[config.mk]
export PLATFORM = sky130hd
export DESIGN_NAME = rid_fifo
export DESIGN_NICKNAME = d
export VERILOG_FILES = /design/src/rtl/rans_interleaved_decoder_top_defines.svh /design/src/rtl/rid_pkg.sv /design/src/rtl/rid_fifo.sv
export SDC_FILE = /design/constraint.sdc
export NUM_CORES = 1
export LEC_CHECK = 0
export ABC_AREA = 0
export BUFFER_PORTS_ARGS = -buffer_cell sky130_fd_sc_hd__buf_4
export CORE_UTILIZATION = 45
export DETAILED_ROUTE_END_ITERATION = 12
export HOLD_SLACK_MARGIN = 0.02
export PLACE_DENSITY = 0.7
export SLEW_MARGIN = 20
export SYNTH_ARGS = -nofsm -noshare
export SYNTH_HDL_FRONTEND = slang
export SYNTH_SLANG_ARGS = --single-unit
[constraint.sdc]
create_clock -name clk -period 8.4 [get_ports clk]
set_clock_uncertainty 0.15 [all_clocks]
set_input_delay 0.84 -clock clk [delete_from_list [all_inputs] [get_ports clk]]
set_output_delay 0.84 -clock clk [all_outputs]
set_load 0.02 [all_outputs]
[src/rtl/rans_interleaved_decoder_top_defines.svh]
// ----------------------------------------------------------------------------
// rANS decoder assertion macros
// Shared concurrent assertion helpers for the decoder RTL.
// ----------------------------------------------------------------------------
`ifndef RANS_INTERLEAVED_DECODER_TOP_DEFINES_SVH
`define RANS_INTERLEAVED_DECODER_TOP_DEFINES_SVH

// Check an implication on every clock edge outside reset.
`define RID_ASSERT(label, clk_i, rst_n_i, prop, msg) \
	label: assert property (@(posedge clk_i) disable iff (!rst_n_i) (prop)) \
		else $error(msg);

// Check that a condition never holds outside reset.
`define RID_NEVER(label, clk_i, rst_n_i, cond, msg) \
	label: assert property (@(posedge clk_i) disable iff (!rst_n_i) !(cond)) \
		else $error(msg);

`endif

[src/rtl/rid_pkg.sv]
// ----------------------------------------------------------------------------
// rANS decoder package
// Request codes, status codes and the transaction types between the parts.
// ----------------------------------------------------------------------------
`default_nettype none
package rid_pkg;
	localparam logic [2:0] REQ_LOAD_FC   = 3'd0;
	localparam logic [2:0] REQ_LOAD_SLOT = 3'd1;
	localparam logic [2:0] REQ_INIT      = 3'd2;
	localparam logic [2:0] REQ_CTX       = 3'd3;
	localparam logic [2:0] REQ_BYPASS    = 3'd4;

	localparam logic [1:0] ST_OK       = 2'd0;
	localparam logic [1:0] ST_EXHAUST  = 2'd1;
	localparam logic [1:0] ST_BAD_INIT = 2'd2;

	localparam logic [31:0] LOW_BOUND = 32'd65536;

	typedef struct packed {
		logic [2:0]  req_type;
		logic [2:0]  lane;
		logic [4:0]  context_req;
		logic [3:0]  symbol;
		logic [11:0] slot;
		logic [12:0] frequency;
		logic [12:0] cumulative;
		logic [31:0] initial_state;
		logic [3:0]  bit_count;
		logic [15:0] next_half;
		logic        half_avail;
	} item_t;

	typedef struct packed {
		logic [11:0] decoded_value;
		logic        consumed;
		logic [1:0]  status;
	} result_t;
endpackage
`default_nettype wire

[src/rtl/rid_fifo.sv]
// ----------------------------------------------------------------------------
// rANS decoder item queue
// Two-entry queue that decouples the front from the decode engine.
// ----------------------------------------------------------------------------
`default_nettype none
module rid_fifo (
	input  wire logic           clk,
	input  wire logic           arst_n,
	input  wire logic           wr_en,
	input  wire rid_pkg::item_t wr_data,
	output logic                full,
	input  wire logic           rd_en,
	output rid_pkg::item_t      rd_data,
	output logic                empty
);
	import rid_pkg::*;
	item_t mem_q [2];
	logic       wptr_q, rptr_q;
	logic [1:0] cnt_q;

	assign full    = (cnt_q == 2'd2);
	assign empty   = (cnt_q == 2'd0);
	assign rd_data = mem_q[rptr_q];

	always_ff @(posedge clk) begin
		if (wr_en && !full) begin
			mem_q[wptr_q] <= wr_data;
		end
	end

	always_ff @(posedge clk or negedge arst_n) begin
		if (!arst_n) begin
			wptr_q <= 1'b0;
			rptr_q <= 1'b0;
			cnt_q  <= 2'd0;
		end else begin
			if (wr_en && !full) wptr_q <= ~wptr_q;
			if (rd_en && !empty) rptr_q <= ~rptr_q;
			cnt_q <= cnt_q + {1'b0, wr_en && !full} - {1'b0, rd_en && !empty};
		end
	end
endmodule
`default_nettype wire

==> results.sh <==
export IMPL_hold_path_class="register to register"
export IMPL_tritoncts_clock_tree="done"
export IMPL_insertion_delay_ps=490
export IMPL_floorplan_die_width_um=135
export IMPL_post_synthesis_sequential_element_count=216
export IMPL_timing_critical_path_required_ps=7410
export IMPL_maxClockFrequency_mhz=260
export IMPL_groute_layer_met2_usage=0.253
export IMPL_die_h_um=135
export IMPL_vdd_ir_drop_worst_v=0.000261
export IMPL_synth_top_area_share=0.800
export IMPL_floorplan_io_pins=218
export IMPL_route_vias_total=3981
export IMPL_p_total_mw=3.79
export IMPL_cts_buffers=22
export IMPL_detailedPlace_worstSlack_ps=4920
export IMPL_area_growth_syn_to_layout_pct=32.0
export IMPL_finalSetupViolCount=0
export IMPL_maxCapViolations=0
export IMPL_fp_dieArea_sq_um=18200
export IMPL_drc_errors=0
export IMPL_finalWeightedCongestion=0.741
export IMPL_grt_pass1_vias=4203
export IMPL_worst_hold_slack_ps=367
export IMPL_dp_hpwl_um=9460
export IMPL_post_synth_inst_count=348
export IMPL_worst_path_largest_cell_delay_ps=960
export IMPL_clkSlewWorstSetupHoldPaths_ps=60
export IMPL_ys_warn_count=0
export IMPL_port_buffer_count=217
export IMPL_finalMaxSlewViolations=0
export IMPL_cell_occurring_most_often_along_the_worst_timing_path="buf_4"
export IMPL_cp_cell_sequence="buf_4 -> mux2_2 -> buf_4"
export IMPL_cpLargestDelayFamily="flip-flops"
export IMPL_synth_cell_types=15
export IMPL_grt_met3_use=0.0717
export IMPL_post_synth_instance_area_sq_um=7960
export IMPL_end_kind="output port"
export IMPL_detail_route_first_pass_iterations=4
export IMPL_cts_max_level=1
export IMPL_grt_first_pass_wirelength_um=21400
export IMPL_rsz0062_at_grt="false"
export IMPL_grt_use_met1=0.178
export IMPL_finish_net_count=694
export IMPL_wl_um=14300
export IMPL_layout_drive_gt1_share=0.595
export IMPL_worstMarginPinSlew_ps=833
export IMPL_min_period_over_period=0.457
export IMPL_post_synth_cell_area_avg_sq_um=22.9
export IMPL_grt_usage=0.153
export IMPL_timing_setup_critical_path_class="register to output port"
export IMPL_detail_route_antenna_nets=0
export IMPL_grt_start_max_net_pins=62
export IMPL_fp_coreArea_sq_um=17300
export IMPL_clkSinkCount=216
export IMPL_crit_arrival_ps=2850
export IMPL_hold_violations=0
export IMPL_timing_reg2reg_worst_path_depth=5
export IMPL_avgViaCountPerCell=4.84
export IMPL_floorplan_initialDensity=0.460
export IMPL_run_status="finished, final reports clean"
export IMPL_cellLeakagePower_nw=4.00
export IMPL_synth_nets=460
export IMPL_rows=48
export IMPL_power_density_cell_area_nw_per_um2=361
export IMPL_worstSetupPathDepth=3
export IMPL_worst_hold_path_num_cells=1
export IMPL_layout_min_cycle_time_ps=3840
export IMPL_finalCoreUtilization=0.607
export IMPL_maxSlewHeadroom=0.445
export IMPL_yosys_top_cells_area="edfxtp_1 (80%), mux2_2 (11%), mux2_4 (5.7%)"
export IMPL_slowest_stage="dfrtp_4"
export IMPL_dr_first_iter_drc_count=199
export IMPL_antenna_diode_count=0
export IMPL_cts_buffer_depth=3
export IMPL_wl_per_cell_um=17.3
export IMPL_worst_slack_ps=4560
export IMPL_total_grt_overflow=0
export IMPL_cp_max_fo=61
export IMPL_cts_root_buf="clkbuf_16"
export IMPL_grt_antenna_before_repair=0
export IMPL_setup_tns_final_ps=0
export IMPL_crit_buf_inv=2
export IMPL_synth_seq_area_share=0.812
export IMPL_grt_most_used_layer="met2"
export IMPL_yosysTopAreaCell="edfxtp_1"
export IMPL_start_kind="register"
area by class of cell:
type / count / area (sq um)
fillers: 1266 / 6790
flip-flops and latches: 216 / 6470
repair buffers: 222 / 1670
multi-input cells: 118 / 1410
clock buffers: 32 / 609
well taps: 225 / 282
clock inverters: 8 / 61.3
inverters: 2 / 7.51
through the flow:
stage                     std cells  cell area (sq um)
after detailed placement        782               9830
after global routing            823              10500
after CTS                       823              10500
after global placement          782               9830
final                           823              10500
after floorplan                 348               7960
state kept, by name, indices dropped and copies added (netlist names):
name and count:
rptr_q 1, cnt_q 2, mem_q 212, wptr_q 1
cell usage after synthesis:
cell type  instances
buf_2              7
xnor2_1            3
nor2_1             2
buf_6              5
nand2_1            1
mux2_4            30
xor2_1             1
ha_1               2
nand2b_1           1
mux2_2            76
and3_1             1
inv_1              2
nor2b_1            1
dfrtp_1            4
edfxtp_1         212
cell usage in the layout (no fill, tap or decap), types with 2 or more instances in the layout:
cell / synthesis / layout
dfrtp_1: 4 / 3
inv_1: 2 / 2
clkinv_1: 0 / 5
buf_4: 0 / 221
xnor2_1: 3 / 3
mux2_4: 30 / 30
clkbuf_1: 0 / 9
edfxtp_1: 212 / 212
ha_1: 2 / 2
mux2_2: 76 / 76
clkbuf_16: 0 / 23
kinds of logic (layout without fill, tap and decap cells):
logic type,after synthesis,count (layout),share of synthesized area
xor+xnor,4,4,0.00440
fa+ha+maj,2,2,0.00314
buf+inv,14,264,0.0124
flops,216,216,0.812
mux,106,106,0.164
simple gates,6,6,0.00377
power breakdown:
group	internal (mW)	total (mW)	switching, mW	leakage, nW
registers	1.48	1.59	0.111	2.01
logic	0.622	1.31	0.690	1.67
clock network	0.533	0.896	0.363	0.320
total	2.63	3.79	1.16	4.00
worst reg2reg max path, delay by kind of cell, from the launching register on:
| kind | cells | cell delay, ps |
|---|---|---|
| buffers and inverters | 2 | 1160 |
| flip-flops | 1 | 410 |
| AND/OR/NAND/NOR | 3 | 910 |
what timing repair did:
item                                   in CTS  in global routing
endpoints found under the hold margin       4                  0
setup buffers                               0                  0
hold buffers                                1                  0
gates resized for setup                     0                  0
final timing paths:
| path | startpoint | endpoint | slack [ps] |
|---|---|---|---|
| worst max-delay path | rptr_q | rd_data[5] | 4560 |
| worst min-delay path | cnt_q[1] | cnt_q[1] | 370 |
| worst max register to register | cnt_q[1] | mem_q[0][81] | 5370 |
| worst min register to register | cnt_q[1] | cnt_q[1] | 370 |
| max in group asynchronous | arst_n | rptr_q | 7430 |
| min in group asynchronous | arst_n | wptr_q | 550 |
metal layers:
metal	vias to the layer above	wire length (um)
li1	1847	-
met1	1955	5440
met2	160	6910
met3	19	1700
met4	0	228
met5	-	0
(Power assumes the default switching activity.)
